===== src/sv/date_add_days_compare_core_defines.svh =====
// ---------------------------------------------------------------------------
// Assertion macros for the date adder core
// Clocked property checks, compiled out when NO_ASSERTIONS is set.
// ---------------------------------------------------------------------------
`ifndef DATE_ADD_DAYS_COMPARE_CORE_DEFINES_SVH
`define DATE_ADD_DAYS_COMPARE_CORE_DEFINES_SVH

`ifndef NO_ASSERTIONS
// checked only outside reset
`define DADC_ASSERT(lbl, prop, msg) \
  lbl: assert property (@(posedge clk_i) disable iff (!rst_ni) (prop)) else $error(msg);
// checked at every edge, reset included
`define DADC_ASSERT_ALWAYS(lbl, prop, msg) \
  lbl: assert property (@(posedge clk_i) (prop)) else $error(msg);
`else
`define DADC_ASSERT(lbl, prop, msg)
`define DADC_ASSERT_ALWAYS(lbl, prop, msg)
`endif

`endif


===== src/sv/dadc_pkg.sv =====
// ---------------------------------------------------------------------------
// dadc_pkg
// Shared types, constants and calendar helpers of the date adder core.
// ---------------------------------------------------------------------------
`default_nettype none

package dadc_pkg;

  localparam int unsigned ADD_DAYS_MAX_DEF = 4095;
  localparam int unsigned DAYS_IN_MAX      = 4095;   // largest days_to_add value

  localparam logic [14:0] YEAR_LIMIT  = 15'd9999;
  localparam logic [13:0] LEAP_CYCLE  = 14'd400;
  localparam logic [13:0] CENTURY     = 14'd100;
  localparam int unsigned REDUCE_STEPS = 6;          // 400<<5 .. 400<<0

  localparam logic [3:0] MONTH_JAN = 4'd1;
  localparam logic [3:0] MONTH_FEB = 4'd2;
  localparam logic [3:0] MONTH_APR = 4'd4;
  localparam logic [3:0] MONTH_JUN = 4'd6;
  localparam logic [3:0] MONTH_SEP = 4'd9;
  localparam logic [3:0] MONTH_NOV = 4'd11;
  localparam logic [3:0] MONTH_DEC = 4'd12;

  typedef enum logic [1:0] {
    ST_IDLE,
    ST_REDUCE,
    ST_WALK,
    ST_FINISH
  } state_e;

  typedef struct packed {
    logic       load;       // capture input word
    logic       reduce;     // one restoring step of year mod 400
    logic [2:0] red_idx;    // shift of 400 for that step
    logic       walk;       // advance one month
    logic       load_out;   // move result into output register
  } cmd_t;

  typedef struct packed {
    logic walk_done;        // day fits in current month
    logic bad;              // start month out of range
  } status_t;

  function automatic logic [4:0] month_len(input logic [3:0] m, input logic leap);
    logic [4:0] len;
    len = 5'd31;
    if (m inside {MONTH_APR, MONTH_JUN, MONTH_SEP, MONTH_NOV}) begin
      len = 5'd30;
    end else if (m == MONTH_FEB) begin
      len = leap ? 5'd29 : 5'd28;
    end
    return len;
  endfunction

endpackage

`default_nettype wire


===== src/sv/dadc_ctrl.sv =====
// ---------------------------------------------------------------------------
// dadc_ctrl
// Sequencer: capture, year reduction, month walk, result hand-off.
// ---------------------------------------------------------------------------
`default_nettype none
`include "date_add_days_compare_core_defines.svh"

module dadc_ctrl
  import dadc_pkg::*;
(
  input  wire logic    clk_i,
  input  wire logic    rst_ni,
  input  wire logic    in_valid_i,
  output logic         in_ready_o,
  output logic         out_valid_o,
  input  wire logic    out_ready_i,
  input  wire status_t status_i,
  output cmd_t         cmd_o
);

  state_e     state_q, state_d;
  logic [2:0] cnt_q, cnt_d;
  logic       out_valid_q, out_valid_d;

  always_ff @(posedge clk_i or negedge rst_ni) begin
    if (!rst_ni) begin
      state_q     <= ST_IDLE;
      cnt_q       <= '0;
      out_valid_q <= 1'b0;
    end else begin
      state_q     <= state_d;
      cnt_q       <= cnt_d;
      out_valid_q <= out_valid_d;
    end
  end

  always_comb begin
    state_d    = state_q;
    cnt_d      = cnt_q;
    cmd_o      = '0;
    in_ready_o = 1'b0;
    case (state_q)
      ST_IDLE: begin
        in_ready_o = 1'b1;
        if (in_valid_i) begin
          cmd_o.load = 1'b1;
          cnt_d      = 3'(REDUCE_STEPS - 1);
          state_d    = ST_REDUCE;
        end
      end
      ST_REDUCE: begin
        cmd_o.reduce  = 1'b1;
        cmd_o.red_idx = cnt_q;
        if (cnt_q == '0) begin
          state_d = status_i.bad ? ST_FINISH : ST_WALK;
        end else begin
          cnt_d = cnt_q - 3'd1;
        end
      end
      ST_WALK: begin
        if (status_i.walk_done) begin
          state_d = ST_FINISH;
        end else begin
          cmd_o.walk = 1'b1;
        end
      end
      ST_FINISH: begin
        if (!out_valid_q || out_ready_i) begin
          cmd_o.load_out = 1'b1;
          state_d        = ST_IDLE;
        end
      end
      default: state_d = ST_IDLE;
    endcase
  end

  always_comb begin
    out_valid_d = out_valid_q;
    if (cmd_o.load_out) begin
      out_valid_d = 1'b1;
    end else if (out_ready_i) begin
      out_valid_d = 1'b0;
    end
  end

  assign out_valid_o = out_valid_q;

  `DADC_ASSERT(a_one_word_at_a_time, (in_valid_i && in_ready_o) |=> !in_ready_o, "second word taken while busy")
  `DADC_ASSERT(a_no_walk_on_bad, (state_q == ST_WALK) |-> !status_i.bad, "month walk started on bad month")
  `DADC_ASSERT(a_no_overwrite, cmd_o.load_out |-> (!out_valid_q || out_ready_i), "pending result overwritten")
  `DADC_ASSERT_ALWAYS(a_reset_empty, !rst_ni |-> !out_valid_o, "output valid during reset")

endmodule

`default_nettype wire


===== src/sv/dadc_dp.sv =====
// ---------------------------------------------------------------------------
// dadc_dp
// Datapath: comparison flags, year mod 400 reduction, month walk, output regs.
// ---------------------------------------------------------------------------
`default_nettype none
`include "date_add_days_compare_core_defines.svh"

module dadc_dp
  import dadc_pkg::*;
#(
  parameter int unsigned ADD_DAYS_MAX = ADD_DAYS_MAX_DEF
) (
  input  wire logic        clk_i,
  input  wire logic        rst_ni,
  input  wire cmd_t        cmd_i,
  output status_t          status_o,
  input  wire logic [4:0]  day_a_i,
  input  wire logic [3:0]  month_a_i,
  input  wire logic [13:0] year_a_i,
  input  wire logic [4:0]  day_b_i,
  input  wire logic [3:0]  month_b_i,
  input  wire logic [13:0] year_b_i,
  input  wire logic [11:0] days_to_add_i,
  output logic [4:0]       sum_day_o,
  output logic [3:0]       sum_month_o,
  output logic [13:0]      sum_year_o,
  output logic             a_greater_o,
  output logic             a_less_o,
  output logic             a_equal_o,
  output logic             bad_input_o,
  output logic             year_overflow_o
);

  localparam int unsigned NMAX  = (ADD_DAYS_MAX < DAYS_IN_MAX) ? ADD_DAYS_MAX : DAYS_IN_MAX;
  localparam int unsigned DAY_W = $clog2(NMAX + 32);
  localparam logic [11:0] NMAX_W = 12'(NMAX);

  logic [DAY_W-1:0] d_q;
  logic [3:0]       m_q;
  logic [14:0]      y_q;
  logic [13:0]      r_q;        // year mod 400 once reduced
  logic             gt_q, lt_q, eq_q, bad_q;

  logic [11:0]      n_sat;
  logic             gt, eq;
  logic             leap;
  logic [4:0]       len;
  logic [13:0]      red_sub;
  logic             ovf;

  assign n_sat = (days_to_add_i > NMAX_W) ? NMAX_W : days_to_add_i;

  always_comb begin
    if (year_a_i != year_b_i) begin
      gt = year_a_i > year_b_i;
    end else if (month_a_i != month_b_i) begin
      gt = month_a_i > month_b_i;
    end else begin
      gt = day_a_i > day_b_i;
    end
  end
  assign eq = (year_a_i == year_b_i) && (month_a_i == month_b_i) && (day_a_i == day_b_i);

  // y mod 4 equals r mod 4; centuries sit at 100, 200 and 300 within the cycle
  assign leap = (r_q[1:0] == 2'b00) && (r_q != CENTURY) && (r_q != 14'(2 * CENTURY))
                && (r_q != 14'(3 * CENTURY));
  assign len  = month_len(m_q, leap);
  assign red_sub = LEAP_CYCLE << cmd_i.red_idx;

  assign status_o.walk_done = d_q <= DAY_W'(len);
  assign status_o.bad       = bad_q;

  always_ff @(posedge clk_i) begin
    if (cmd_i.load) begin
      d_q   <= DAY_W'(day_a_i) + DAY_W'(n_sat);
      m_q   <= month_a_i;
      y_q   <= {1'b0, year_a_i};
      r_q   <= year_a_i;
      gt_q  <= gt;
      eq_q  <= eq;
      lt_q  <= !gt && !eq;
      bad_q <= (month_a_i < MONTH_JAN) || (month_a_i > MONTH_DEC);
    end else if (cmd_i.reduce) begin
      if (r_q >= red_sub) begin
        r_q <= r_q - red_sub;
      end
    end else if (cmd_i.walk) begin
      d_q <= d_q - DAY_W'(len);
      if (m_q == MONTH_DEC) begin
        m_q <= MONTH_JAN;
        y_q <= y_q + 15'd1;
        r_q <= (r_q == LEAP_CYCLE - 14'd1) ? '0 : r_q + 14'd1;
      end else begin
        m_q <= m_q + 4'd1;
      end
    end
  end

  assign ovf = y_q > YEAR_LIMIT;

  always_ff @(posedge clk_i) begin
    if (cmd_i.load_out) begin
      sum_day_o       <= bad_q ? '0 : d_q[4:0];
      sum_month_o     <= bad_q ? '0 : m_q;
      sum_year_o      <= bad_q ? '0 : (ovf ? YEAR_LIMIT[13:0] : y_q[13:0]);
      year_overflow_o <= !bad_q && ovf;
      bad_input_o     <= bad_q;
      a_greater_o     <= gt_q;
      a_less_o        <= lt_q;
      a_equal_o       <= eq_q;
    end
  end

  `DADC_ASSERT(a_walk_month_range, cmd_i.walk |-> (m_q >= MONTH_JAN && m_q <= MONTH_DEC), "month out of range in walk")
  `DADC_ASSERT(a_walk_reduced, cmd_i.walk |-> (r_q < LEAP_CYCLE), "year not reduced before walk")

endmodule

`default_nettype wire


===== src/sv/date_add_days_compare_core.sv =====
// Sequence: capture the input word, reduce the year mod 400 by restoring steps,
//   walk the days month by month (skipped for a bad start month), then move the
//   result into the output register once any earlier result has been taken.
// Only one word is in flight; once its result is loaded, a new word is taken
//   while that result still waits.
// Reset (async, active low) clears the sequencer and output valid only.
`default_nettype none

module date_add_days_compare_core
  import dadc_pkg::*;
#(
  parameter int unsigned ADD_DAYS_MAX = ADD_DAYS_MAX_DEF
) (
  input  wire logic        clk_i,
  input  wire logic        rst_ni,
  input  wire logic        in_valid_i,
  output logic             in_ready_o,
  input  wire logic [4:0]  day_a_i,
  input  wire logic [3:0]  month_a_i,
  input  wire logic [13:0] year_a_i,
  input  wire logic [4:0]  day_b_i,
  input  wire logic [3:0]  month_b_i,
  input  wire logic [13:0] year_b_i,
  input  wire logic [11:0] days_to_add_i,
  output logic             out_valid_o,
  input  wire logic        out_ready_i,
  output logic [4:0]       sum_day_o,
  output logic [3:0]       sum_month_o,
  output logic [13:0]      sum_year_o,
  output logic             a_greater_o,
  output logic             a_less_o,
  output logic             a_equal_o,
  output logic             bad_input_o,
  output logic             year_overflow_o
);

  cmd_t    cmd;
  status_t status;

  dadc_ctrl u_ctrl (
    .clk_i       (clk_i),
    .rst_ni      (rst_ni),
    .in_valid_i  (in_valid_i),
    .in_ready_o  (in_ready_o),
    .out_valid_o (out_valid_o),
    .out_ready_i (out_ready_i),
    .status_i    (status),
    .cmd_o       (cmd)
  );

  dadc_dp #(
    .ADD_DAYS_MAX (ADD_DAYS_MAX)
  ) u_dp (
    .clk_i           (clk_i),
    .rst_ni          (rst_ni),
    .cmd_i           (cmd),
    .status_o        (status),
    .day_a_i         (day_a_i),
    .month_a_i       (month_a_i),
    .year_a_i        (year_a_i),
    .day_b_i         (day_b_i),
    .month_b_i       (month_b_i),
    .year_b_i        (year_b_i),
    .days_to_add_i   (days_to_add_i),
    .sum_day_o       (sum_day_o),
    .sum_month_o     (sum_month_o),
    .sum_year_o      (sum_year_o),
    .a_greater_o     (a_greater_o),
    .a_less_o        (a_less_o),
    .a_equal_o       (a_equal_o),
    .bad_input_o     (bad_input_o),
    .year_overflow_o (year_overflow_o)
  );

endmodule

`default_nettype wire

===== config.mk =====
export PLATFORM = sky130hd
export DESIGN_NAME = date_add_days_compare_core
export DESIGN_NICKNAME = d
export VERILOG_FILES = /design/src/sv/dadc_pkg.sv /design/src/sv/dadc_ctrl.sv /design/src/sv/dadc_dp.sv /design/src/sv/date_add_days_compare_core.sv
export VERILOG_INCLUDE_DIRS = /design/src /design/src/sv
export SDC_FILE = /design/constraint.sdc
export NUM_CORES = 1
export LEC_CHECK = 0
export BUFFER_PORTS_ARGS = -buffer_cell sky130_fd_sc_hd__clkbuf_2
export CORE_MARGIN = 2
export CORE_UTILIZATION = 58
export DETAILED_ROUTE_END_ITERATION = 7
export PLACE_DENSITY = 0.87
export SYNTH_ARGS = -nofsm -noshare
export SYNTH_HDL_FRONTEND = slang
export SYNTH_SLANG_ARGS = --single-unit

===== constraint.sdc =====
create_clock -name clk_i -period 4.25 [get_ports clk_i]
set_input_delay 0.425 -clock clk_i [delete_from_list [all_inputs] [get_ports clk_i]]
set_output_delay 0.425 -clock clk_i [all_outputs]
set_load 0.05 [all_outputs]

# --- Word-level counts from Yosys, hierarchy flattened ---
# Cells that the tools add are included.
op_classes:
  n_bitwise: 1
  addsub: 7
  magnitude_cmp: 9
  muxes: 43
  n_reduce_logical: 30
  n_shift: 1
  eq_ne: 25
op_table:
  columns: ["op", "count"]
  rows:
  - ["2-to-1 mux 14 bit", 11]
  - ["2-to-1 mux 13 bit", 3]
  - ["2-to-1 mux 4 bit", 5]
  - ["adder 15 x 1 -> 15 bit (second input constant)", 1]
  - ["> comparator 15 x 14 -> 1 bit (second input constant)", 1]
  - ["adder 14 x 1 -> 14 bit (second input constant)", 1]
  - ["== test 14 bit", 1]
  - ["== test 14 x 9 -> 1 bit (second input constant)", 1]
  - [">= comparator 14 bit", 1]
  - ["> comparator 14 bit", 1]
  - ["inequality test 14 bit", 1]
  - ["inequality test 14 x 7 -> 1 bit (second input constant)", 1]
  - ["inequality test 14 x 8 -> 1 bit (second input constant)", 1]
  - ["inequality test 14 x 9 -> 1 bit (second input constant)", 1]
  - ["<< shifter 9 x 3 -> 14 bit (first input constant)", 1]
  - ["subtractor 14 bit", 1]
  - ["adder 5 x 12 -> 13 bit", 1]
  - ["less-or-equal comparator 13 x 5 -> 1 bit", 1]
  - ["2-to-1 mux 1 bit", 13]
  - ["subtractor 13 x 5 -> 13 bit", 1]
  - ["== test 4 bit (second input constant)", 3]
  - ["> comparator 12 bit (second input constant)", 1]
  - ["2-to-1 mux 12 bit", 1]
  - ["AND reduction 3 bit", 4]
  - ["other kinds (33)", 59]
word_totals:
  out_inout_bits: 30
  elab_cells: 137
  in_bits: 62
  register_bits: 84

# --- Longest topological paths before layout ---
# Gate-level depths: netlist of run 1.
depth:
  ltp_word: 13
  mapped_depth: 15
  ltp_nobuf: 13

# --- Cells and area by module ---
# A second synthesis of run 1 with hierarchy kept.
hier_totals:
  hier_cells: 602
  area_unflattened_um2: 5977.0
by_module_without_submodules:
  columns: ["module", "instances", "area_per_inst_um2", "cells_per_inst", "seq_area_each_um2"]
  rows:
  - ["dadc_dp", 1, 5500.3, 558, 2332.2]
  - ["dadc_ctrl", 1, 476.7, 44, 150.1]

# --- Worst setup path before layout of run 1 ---
# OpenSTA, ideal clock, no wires.
synth_timing:
  path_kind: "reg-to-reg"
  startpoint: "reg u_ctrl.state_q[1]"
  endpoint: "reg u_dp.r_q[10], enable pin"
  arrival_time_ns: 3.502
  setup_slack_ns: 0.362
  synth_period_minus_slack_ns: 3.888
  n_path_buf: 2
  t_required_ns: 3.864
  path_stages_with_launch: 14
  setup_time_ns: 0.386
  path_cell_list: "dfrtp_1 > inv_1 > ha_1 > clkbuf_1 > buf_1 > nand2_1 > ha_1 > nand2b_1 > ha_1 > nor2_1 > a211oi_1 > o2bb2ai_1 > o21ai_0 > a31oi_1"
synth_between:
  elab_chain_cells: 6
  elab_cells_between_ends: 12
  cone_classes: "order compare (1); eq/ne (3); shift (1); mux (3); reduce/logical (4)"
synth_lines:
  columns: ["item", "line_no", "rtl"]
  rows:
  - ["from (decl)", "dadc_ctrl.sv:21", "state_e state_q, state_d;"]
  - ["from (signal assigned)", "dadc_ctrl.sv:31", "state_q <= state_d;"]
  - ["== test 2 x 1 -> 1 bit", "dadc_ctrl.sv:42", "case (state_q)"]
  - ["2-to-1 mux 4 bit", "dadc_ctrl.sv:42", null]
  - ["<< shifter 9 x 3 -> 14 bit", "dadc_dp.sv:68", "assign red_sub = LEAP_CYCLE << cmd_i.red_idx;"]
  - [">= comparator 14 bit", "dadc_dp.sv:84", "if (r_q >= red_sub) begin"]
  - ["inequality test 3 x 1 -> 1 bit (no source line)", null, null]
  - ["AND reduction 3 bit (no source line) *", null, null]
  - ["to (signal assigned)", "dadc_dp.sv:78", "r_q <= year_a_i;"]
  - ["to (signal assigned)", "dadc_dp.sv:85", "r_q <= r_q - red_sub;"]
  - ["to (signal assigned)", "dadc_dp.sv:92", "r_q <= (r_q == LEAP_CYCLE - 14'd1) ? '0 : r_q + 14'd1;"]
  - ["to (decl)", "dadc_dp.sv:41", "logic [13:0] r_q;"]
# Every way passes the cells marked *; elsewhere a longest branch is shown, timed or not.
# A chain may end at the register's enable or synchronous reset.

# --- Worst setup path in the final report of run 1 ---
# Same ends and word-level chain as after synthesis.

==> impl_summary.md, run 1 <==
Hold path
The number of stages on the worst hold path is 3. The classification of the worst-slack hold path is in2reg.

Yosys
In this run the mean area of a mapped cell was 9.545 um2. Of the total synthesized cell area, the portion taken by AND, OR, NAND and NOR gates is 0.1893. The number of enable-type register cells in the synthesized netlist is 77. The cell area after technology mapping is 0.006061 mm2.

The portion of netlist area occupied by mux cells is 0.01012. The number of nets in the synthesized netlist is 756. The dominant combinational cell family by area after synthesis is simple AND/OR/NAND/NOR gates. The share of synthesized area in the top cell type comes to 0.3815. Ranked by total cell area, the synthesized netlist is headed by sky130_fd_sc_hd__edfxtp_1 38%, sky130_fd_sc_hd__ha_1 12%, sky130_fd_sc_hd__xnor2_1 3.9%. Of the total synthesized cell area, the portion taken by XOR and XNOR cells is 0.06214. The share of async-settable or async-resettable flops after synthesis is 0.07143.

Synthesis produced a netlist whose cell count is 635. Among all flip-flop cells after synthesis, the most frequent one is sky130_fd_sc_hd__edfxtp_1. In the synthesized netlist, the cells that appear most often are 77 x sky130_fd_sc_hd__edfxtp_1, 60 x sky130_fd_sc_hd__inv_1, 57 x sky130_fd_sc_hd__ha_1. Synthesis instantiated 67 different standard cells from the library. During synthesis, Yosys emitted a total of 0 warnings.

Of the total synthesized cell area, the portion taken by full adders, half adders and majority gates is 0.1243. The share of the synthesized area in compound gates (AO/OA/AOI/OAI) was 0.1548. The sequential cell area fraction in the yosys report is 0.4096. The largest area contributor in the synthesized netlist is sky130_fd_sc_hd__edfxtp_1. Counting flops and latches in the post-synthesis netlist gives 84. In the post-synthesis netlist, the cell with the most instances is sky130_fd_sc_hd__edfxtp_1.

CTS
The number of gates resized after CTS was 0. The clock drives 84 sinks. The number of buffers on the longest clock path is 2. Clock-pin slew was measured on the worst setup and hold paths at 80 ps. The number of buffers inserted by post-CTS setup repair is 0. The number of levels the H-tree was split into is 3.

After clock tree synthesis, the flow added hold-fix buffers numbering 1. Clock tree synthesis selected as its root buffer the cell sky130_fd_sc_hd__clkbuf_8. The insertion delay to the later sink of the worst-skew pair is 370 ps. The clock tree from TritonCTS is done. The number of buffers created by CTS is 9.

Timing
In this run the tightest slew margin relative to its limit is 0.4199. The final count of pins violating max slew was 0. Setup violations remaining at the end of the flow were counted as 0.

The post-route minimum period is 3373 ps. The sum of negative setup slack is 0 ps. The final critical-path share of the clock period is 0.7937. The worst hold slack is 370.1 ps.

The number of hold violations in the final report is 0. The transition time of the tightest slew-check pin is 870.2 ps. The clock arrives with 8.121 ps of skew. The achievable frequency is 0.2964 GHz.

Setup repair after global routing left no endpoint under its margin.

Global routing
The initial antenna violation count came to 0. The first global-routing pass estimated 24700 um of wire. Entering global routing, the biggest net connects 39 pins.

The via count of the first global-routing pass is 5014. After global routing the overflow that remains totals 0. The aggregate global-route resource usage is 0.2821.

Final layout
The count of nets after finishing is 848. The number of fillers in the final layout is 808. The share of the core filled with cells in the final layout is 0.6682. From synthesis to final layout, the design area changed by 12.80%. Summing all flip-flop and latch instances after layout gives 0.002482 mm2.

The antenna diode instance count is 0. Of the cells placed in the final design, the portion with a size suffix greater than 1 is 0.1626. In the final layout, the multi-input gates occupy 0.003277 mm2.

Floorplan
The die area is 0.01128 mm2. The placeable core region is 0.01023 mm2. The starting density of the core is 0.5924.

The initialized floorplan defines 37 standard-cell rows. From left edge to right edge, the die measures 106.2 um. The number of I/O pins is 92.

The die is 106.2 um tall.

Routing
Dividing the detail-routed wire length by the instance count gives 17.45 um. The total vias in the final route is 5179. In the routed layout, each cell is associated on average with a via count of 5.967. The number of antenna-violating nets in the routed design is 0.

The total DRC errors in the routed layout is 0. The detailed router finished its first iteration with 392 violations. The final layout contains routed wiring with a total length of 15150 um. The iteration count of the initial detailed-routing pass is 5.

Power
The standby leakage power is 2.935 nW. The power per cell area is 736.6 mW/mm2. The maximum resistive drop on vdd is 0.4615 mV.

Setup path
The launching element type of the critical path is a flip-flop. STA classifies the critical path endpoint as a flip-flop. Data arrives at the worst endpoint at 3470 ps. For the worst flop-to-flop path, the logic depth is 12. The worst setup path is of the reg2reg kind. Of all nets on the critical path, the largest fanout is 8. Data on the critical path is required at its endpoint by 4340 ps.

Flow run
Across the run, the number of max-cap violations was 0.

Placement
Routability-driven placement finished with a final weighted congestion of 0.8842. Buffers placed on the I/O ports in this run total 91. Detailed placement finished with a half-perimeter wire length of 11700 um.

Outcome
The run finished with clean final reports.
==> placed cells by master (no fill, tap or decap), types with 8 or more instances in the layout <==
cell type and instances:
sky130_fd_sc_hd__a21o_1 9, sky130_fd_sc_hd__a21oi_1 41, sky130_fd_sc_hd__buf_4 8, sky130_fd_sc_hd__clkbuf_2 91
sky130_fd_sc_hd__clkbuf_8 9, sky130_fd_sc_hd__edfxtp_1 77, sky130_fd_sc_hd__ha_1 57, sky130_fd_sc_hd__inv_1 60
sky130_fd_sc_hd__nand2_1 53, sky130_fd_sc_hd__nand2b_1 9, sky130_fd_sc_hd__nand3_1 21, sky130_fd_sc_hd__nand4_1 13
sky130_fd_sc_hd__nor2_1 42, sky130_fd_sc_hd__nor2b_1 14, sky130_fd_sc_hd__nor3_1 16, sky130_fd_sc_hd__o21ai_0 29
sky130_fd_sc_hd__o21ai_1 11, sky130_fd_sc_hd__xnor2_1 27, sky130_fd_sc_hd__xor2_1 16
==> state kept, by name, indices dropped and copies added (netlist names), 2 cells and up <==
signal            count
u_ctrl.cnt_q          3
u_ctrl.state_q        2
u_dp.d_q             13
u_dp.m_q              4
u_dp.r_q             14
u_dp.sum_day_o        5
u_dp.sum_month_o      4
u_dp.sum_year_o      14
u_dp.y_q             15
==> critical path, cell delays in order, from the launching register on <==
cell                        delay (ps)
sky130_fd_sc_hd__dfrtp_1           420
sky130_fd_sc_hd__inv_1             110
sky130_fd_sc_hd__ha_1              290
sky130_fd_sc_hd__nand2_1           140
sky130_fd_sc_hd__ha_1              360
sky130_fd_sc_hd__nand2b_1          170
sky130_fd_sc_hd__ha_1              310
sky130_fd_sc_hd__nor2_1             60
sky130_fd_sc_hd__a211oi_1          490
sky130_fd_sc_hd__o2bb2ai_1         190
sky130_fd_sc_hd__o21ai_0           130
sky130_fd_sc_hd__a31oi_1           230
sky130_fd_sc_hd__buf_4             190
==> routing by layer <==
metal  share of wire  wire length [um]  global-route usage  up-vias
li1                -                 -                   -     2507
met5               0                 0                   0        -
met1            0.40              6109              0.3628     2410
met3           0.074              1125             0.04047       31
met4           0.028               423              0.1156        0
met2            0.49              7489              0.4785      231
==> final timing paths <==
check | slack (ps) | start | to
worst min register to register | 430 | u_dp.lt_q$_DFFE_PP_ | u_dp.a_less_o$_DFFE_PP_
worst max register to register | 880 | u_ctrl.state_q[1]$_DFFE_PN0P_ | u_dp.r_q[10]$_DFFE_PP_
max in group asynchronous | 3690 | rst_ni | u_ctrl.state_q[0]$_DFFE_PN0P_
min in group asynchronous | 400 | rst_ni | u_ctrl.cnt_q[2]$_DFFE_PN0P_
worst max-delay path | 880 | u_ctrl.state_q[1]$_DFFE_PN0P_ | u_dp.r_q[10]$_DFFE_PP_
worst min-delay path | 370 | out_ready_i | u_ctrl.out_valid_o$_DFFE_PN0P_
==> stage by stage <==
stage | setup slack [ps] | cell area (um2) | cells | power, mW
detailed placement | 934.7 | 6670 | 851 | 4.504
global route | 635.4 | 6837 | 868 | 5.400
CTS | 920.0 | 6837 | 868 | 5.007
global placement | 1053 | 6670 | 851 | 4.372
finish | 876.6 | 6837 | 868 | 5.035
floorplan | 362.2 | 6061 | 635 | 3.781
==> area by class of cell <==
cell class	count	area share
Inverter	60	0.03294
Clock inverter	3	0.002562
Multi-Input combinational cell	472	0.4793
Clock buffer	13	0.02031
Sequential cell	84	0.3631
Tap cell	136	0.02489
Timing Repair Buffer	100	0.07687
==> cell families after synthesis <==
group	after synthesis
flip-flops	84
buffers and inverters	79
adder cells (fa/ha/maj)	59
AND/OR/NAND/NOR	217
AO/OA/AOI/OAI	147
XOR/XNOR	43
multiplexers	6
==> power by group <==
group          switching (mW)  internal (mW)  total (mW)
Combinational            1.74           1.03        2.77
Sequential              0.334           1.43        1.76
Clock                   0.287          0.211       0.499
Total                    2.36           2.67        5.04
Power figures use the tool's default switching activity.
==> run 2, diff against run 1 <==
--- a/config.mk
+++ b/config.mk
@@ -6,11 +6,12 @@
 export SDC_FILE = /design/constraint.sdc
 export NUM_CORES = 1
 export LEC_CHECK = 0
+export ABC_AREA = 1
 export BUFFER_PORTS_ARGS = -buffer_cell sky130_fd_sc_hd__clkbuf_2
 export CORE_MARGIN = 2
-export CORE_UTILIZATION = 58
+export CORE_UTILIZATION = 53
 export DETAILED_ROUTE_END_ITERATION = 7
-export PLACE_DENSITY = 0.87
+export PLACE_DENSITY = 0.84
 export SYNTH_ARGS = -nofsm -noshare
 export SYNTH_HDL_FRONTEND = slang
 export SYNTH_SLANG_ARGS = --single-unit
==> constraint.sdc (replaced) <==
create_clock -name clk_i -period 2.7 [get_ports clk_i]
set_input_delay 0.27 -clock clk_i [delete_from_list [all_inputs] [get_ports clk_i]]
set_output_delay 0.27 -clock clk_i [all_outputs]
set_load 0.05 [all_outputs]
==> run 2 against run 1 <==
Effect of this change:
- die area rose by 12%
- setup slack got worse by 980 ps
- the run now ends with negative setup slack left
- cell count rose by 26%
- sequential share of layout area fell by 4.3 points
- largest power group unchanged
- routed wire length rose by 16%
- flip-flop and latch count did not move
- hold slack got worse by 170 ps
==> impl_summary.md, run 2 <==
Timing
The final critical-path share of the clock period is 1.037 (+0.2435). The number of hold violations in the final report was 0 (unchanged). The post-route worst setup slack was -100.6 ps (-977.2 ps). The total setup violations reported at the end of the flow is 28 (+28). The largest clock skew in the final design was 11.92 ps (+3.799 ps). The worst slew slack as a fraction of its limit came to 0.6629 (+0.2430). Setup repair after global routing could not meet its margin everywhere.

The post-route minimum period is 2801 ps (-572.8 ps). The final count of pins violating max slew is 0 (unchanged). The achievable frequency is 0.3571 GHz (+20%). The transition time of the tightest slew-check pin was 505.6 ps (-364.6 ps).

Setup path
The startpoint of the worst setup timing path is u_dp.m_q[0]$_DFFE_PP_. The top fanout value on the critical path is 7 (-1). The critical path arrival is 2870 ps (-600 ps). The worst setup path is captured at a flip-flop. The highest cell delay on the worst timing path is 440 ps (-50 ps). The critical path required time is 2770 ps (-1570 ps).

The kind of cell with the highest combined delay on the critical path is simple AND/OR/NAND/NOR gates. The kind of critical path is reg2reg. The source of the worst register-to-register timing path is u_dp.m_q[0]$_DFFE_PP_. The buffering stage count on the worst path with inverters included was 3 (+1).

The critical path's slowest cell is sky130_fd_sc_hd__edfxtp_1. Traced cell by cell, the critical path runs through buf_4 > ha_1 > o21ai_0 > a22oi_1 > a21oi_2 > ha_2 > nand2_2 > nand3_2 > nand3_2 > nand2_2 > inv_2 > nand3b_1 > nand2_2 > clkbuf_16. The cell seen most often among critical-path stages is sky130_fd_sc_hd__nand2_2. The worst setup path is launched from a flip-flop.

Placement
The number of port buffers is 91 (unchanged). The cell count after placement is 1064 (+25%). The area of placed instances is 0.007109 mm2 (+6.6%). The detailed placement HPWL is 12480 um (+6.7%). The final estimated routing congestion in global placement is 0.9574 (+8.3%).

Final layout
The library cell used most frequently in the layout, excluding fill and tap cells, is sky130_fd_sc_hd__nand2_1. The synthesis-to-finish area growth is 24.73%. In the layout the commonest cells are 191 x sky130_fd_sc_hd__nand2_1, 116 x sky130_fd_sc_hd__inv_1, 91 x sky130_fd_sc_hd__clkbuf_2, 79 x sky130_fd_sc_hd__nor2_1, 77 x sky130_fd_sc_hd__edfxtp_1. The number of standard cells in the final layout excluding fillers was 1094 (+26%). The fraction of layout cells with a size suffix above 1 came to 0.2366 (+0.07402). u_dp.y_q holds more flip-flops than any other register. The number of flip-flops in the largest register is 15 (unchanged). The final design area excluding fillers came to 0.007750 mm2 (+13%). The number of fillers in the final layout is 901 (+12%). The largest registers in the layout are u_dp.y_q x15, u_dp.r_q x14, u_dp.sum_year_o x14. The count of nets after finishing was 1067 (+26%). The antenna diode instance count is 0 (unchanged).

Power
The maximum resistive drop on vdd was 0.6591 mV (+43%). The standby leakage power is 3.785 nW (+29%). The power per cell area is 1003 mW/mm2 (+36%).

Routing
The wire length on met3 came to 1628 um (+45%). The top routing layer in use is met4. The total DRC errors in the routed layout is 0 (unchanged). The number of antenna-violating nets in the routed design is 0 (unchanged). The wire length the detailed router placed on met1 is 6529 um (+6.9%). The ratio of routed vias to standard cells is 5.613 (-5.9%). The initial DRC count is 627 (+60%). The total vias in the final route is 6141 (+19%). The average routed wire per standard cell came to 16.04 um (-8.1%).

The met2 layer wire length in the routed design came to 8867 um (+18%). The total routed wirelength came to 17540 um (+16%). The iteration count of the initial detailed-routing pass is 7 (+2).

Flow run
The number of maximum-capacitance constraint violations is 0 (unchanged).

Floorplan
The die area is 0.01261 mm2 (+12%). The die extent in x was 112.3 um (+5.7%). The placeable core region was 0.01142 mm2 (+12%). The die height is 112.3 um (+5.7%). The total number of placement rows is 39 (+5.4%). The starting density of the core is 0.5442 (-0.04823).

The number of I/O pins is 92 (unchanged).

Yosys
By count the netlist is led by 208 x sky130_fd_sc_hd__nand2_1, 122 x sky130_fd_sc_hd__inv_1, 81 x sky130_fd_sc_hd__nor2_1. The largest area contributor in the synthesized netlist is sky130_fd_sc_hd__edfxtp_1. The number of unique standard cell types used by synthesis is 43 (-36%). The number of enable-type register cells in the synthesized netlist is 77 (unchanged). The gate count after technology mapping is 806 (+27%). The synthesized area per cell is 7.709 um2 (-19%). The fraction of synthesized cell area taken by the top area cell type is 0.3721 (-0.009372).

The flip-flop cell with the highest count after synthesis is sky130_fd_sc_hd__edfxtp_1. The sequential cell area fraction in the yosys report is 0.3995 (-0.01006). The post-synthesis sequential element count is 84 (unchanged). The number of synthesis warnings was 0 (unchanged).

Yosys attributes the largest share of cell area to sky130_fd_sc_hd__edfxtp_1 37%, sky130_fd_sc_hd__nand2_1 13%, sky130_fd_sc_hd__ha_1 11%. The share of async-settable or async-resettable flops after synthesis is 0.07143 (unchanged). The cell with the most instances after synthesis is sky130_fd_sc_hd__nand2_1. The cell area after technology mapping is 0.006213 mm2 (+2.5%). The net count after synthesis is 927 (+23%).

CTS
The number of levels the H-tree was split into is 3 (unchanged). The number of buffers on the longest clock path is 2 (unchanged). The insertion delay to the later sink of the worst-skew pair is 340 ps (-30 ps). In this run the clock root is driven by a sky130_fd_sc_hd__clkbuf_16.

The number of buffers created by CTS was 9 (unchanged). The clock-pin slew on the worst setup and hold paths was 70 ps (about the same). The total number of clock tree sinks was 84 (unchanged). TritonCTS built the clock tree.

Outcome
The final reports fail on negative setup slack. The run finished, with violations left.

Hold path
The startpoint identified for the worst hold timing path is out_ready_i. The classification of the worst-slack hold path is in2reg.

Global routing
The pin count of the biggest net entering global routing was 46 (+18%). The aggregate global-route resource usage came to 0.2598 (-0.02226). The wire length of the first global-routing pass is 26390 um (+6.8%).

The via count of the first global-routing pass is 5733 (+14%). The initial antenna violation count is 0 (unchanged). The overflow left after global routing is 0 (unchanged).
run 2: cell count changes in the layout (fill, tap and decap cells not counted), moves of 14 or more:
| cell | before | now |
|---|---|---|
| sky130_fd_sc_hd__inv_1 | 60 | 116 |
| sky130_fd_sc_hd__xnor2_1 | 27 | 1 |
| sky130_fd_sc_hd__o21ai_0 | 29 | 54 |
| sky130_fd_sc_hd__buf_4 | 8 | 45 |
| sky130_fd_sc_hd__nor2b_1 | 14 | 0 |
| sky130_fd_sc_hd__nand2_2 | 1 | 19 |
| sky130_fd_sc_hd__nand2_1 | 53 | 191 |
| sky130_fd_sc_hd__nor2_1 | 42 | 79 |
| sky130_fd_sc_hd__nand3_1 | 21 | 49 |
run 2: report_power, final:
part	switching (mW)	internal, mW	leakage (nW)
combinational	2.65	1.56	2.84
clock	0.543	0.726	0.140
sequential	0.263	2.03	0.806
total	3.45	4.32	3.79
run 2: per-stage QoR:
stage	util	power [mW]	TNS [ps]	setup WS, ps	hold slack [ps]
after floorplan	-	4.732	-6512	-298.2	-25.59
after global placement	0.6226	5.819	0	16.09	115.4
after detailed placement	0.6226	5.940	-431.8	-39.93	120.0
after CTS	0.6551	7.332	0	12.63	202.5
after global routing	0.6787	8.254	-5491	-192.9	240.7
final	0.6787	7.776	-1783	-100.6	204.7
run 2: area by class of cell:
type / instances / area, um2 / area share
Sequential cell: 84 / 2482 / 0.3203
Inverter: 124 / 465.4 / 0.06006
Timing Repair Buffer: 141 / 870.8 / 0.1124
Clock inverter: 6 / 71.32 / 0.009202
Tap cell: 143 / 178.9 / 0.02309
Multi-Input combinational cell: 586 / 3452 / 0.4454
Clock buffer: 10 / 229.0 / 0.02954
run 2: timing repair:
action,in CTS,in global routing
hold endpoints to repair,6,0
gates resized for setup,8,51
cloned,1,1
pin swaps,1,16
setup endpoints to repair,26,53
setup buffers,2,9
hold buffers,1,0
run 2: kinds of logic after synthesis:
family / share of synthesized area
fa+ha+maj: 0.1212
flops: 0.3995
simple gates: 0.2626
compound gates: 0.1194
xor+xnor: 0.01269
buf+inv: 0.08458
run 2: worst register-to-register path: cells and delay by family (launching register included):
family	cells	cell delay (ps)
and+or+nand+nor	6	740
adders and majority gates	2	480
AOI/OAI and AO/OA	3	440
DFF	1	440
buffers and inverters	3	410
run 2: metal layers:
layer	GRT usage	vias up
li1	-	2960
met1	0.3200	2779
met2	0.4578	347
met3	0.03996	55
met4	0.1041	0
met5	0	-
run 2: worst paths after layout:
| kind | end | slack, ps | depth (start not counted) |
|---|---|---|---|
| max in group asynchronous | u_ctrl.cnt_q[2]$_DFFE_PN0P_ | 2230 | 2 |
| hold / removal | u_ctrl.out_valid_o$_DFFE_PN0P_ | 200 | 4 |
| min in group asynchronous | u_ctrl.out_valid_o$_DFFE_PN0P_ | 300 | 2 |
| hold reg to reg | u_dp.a_less_o$_DFFE_PP_ | 430 | 0 |
| setup / recovery | u_dp.y_q[10]$_DFFE_PP_ | -100 | 14 |
| setup reg to reg | u_dp.y_q[10]$_DFFE_PP_ | -100 | 14 |
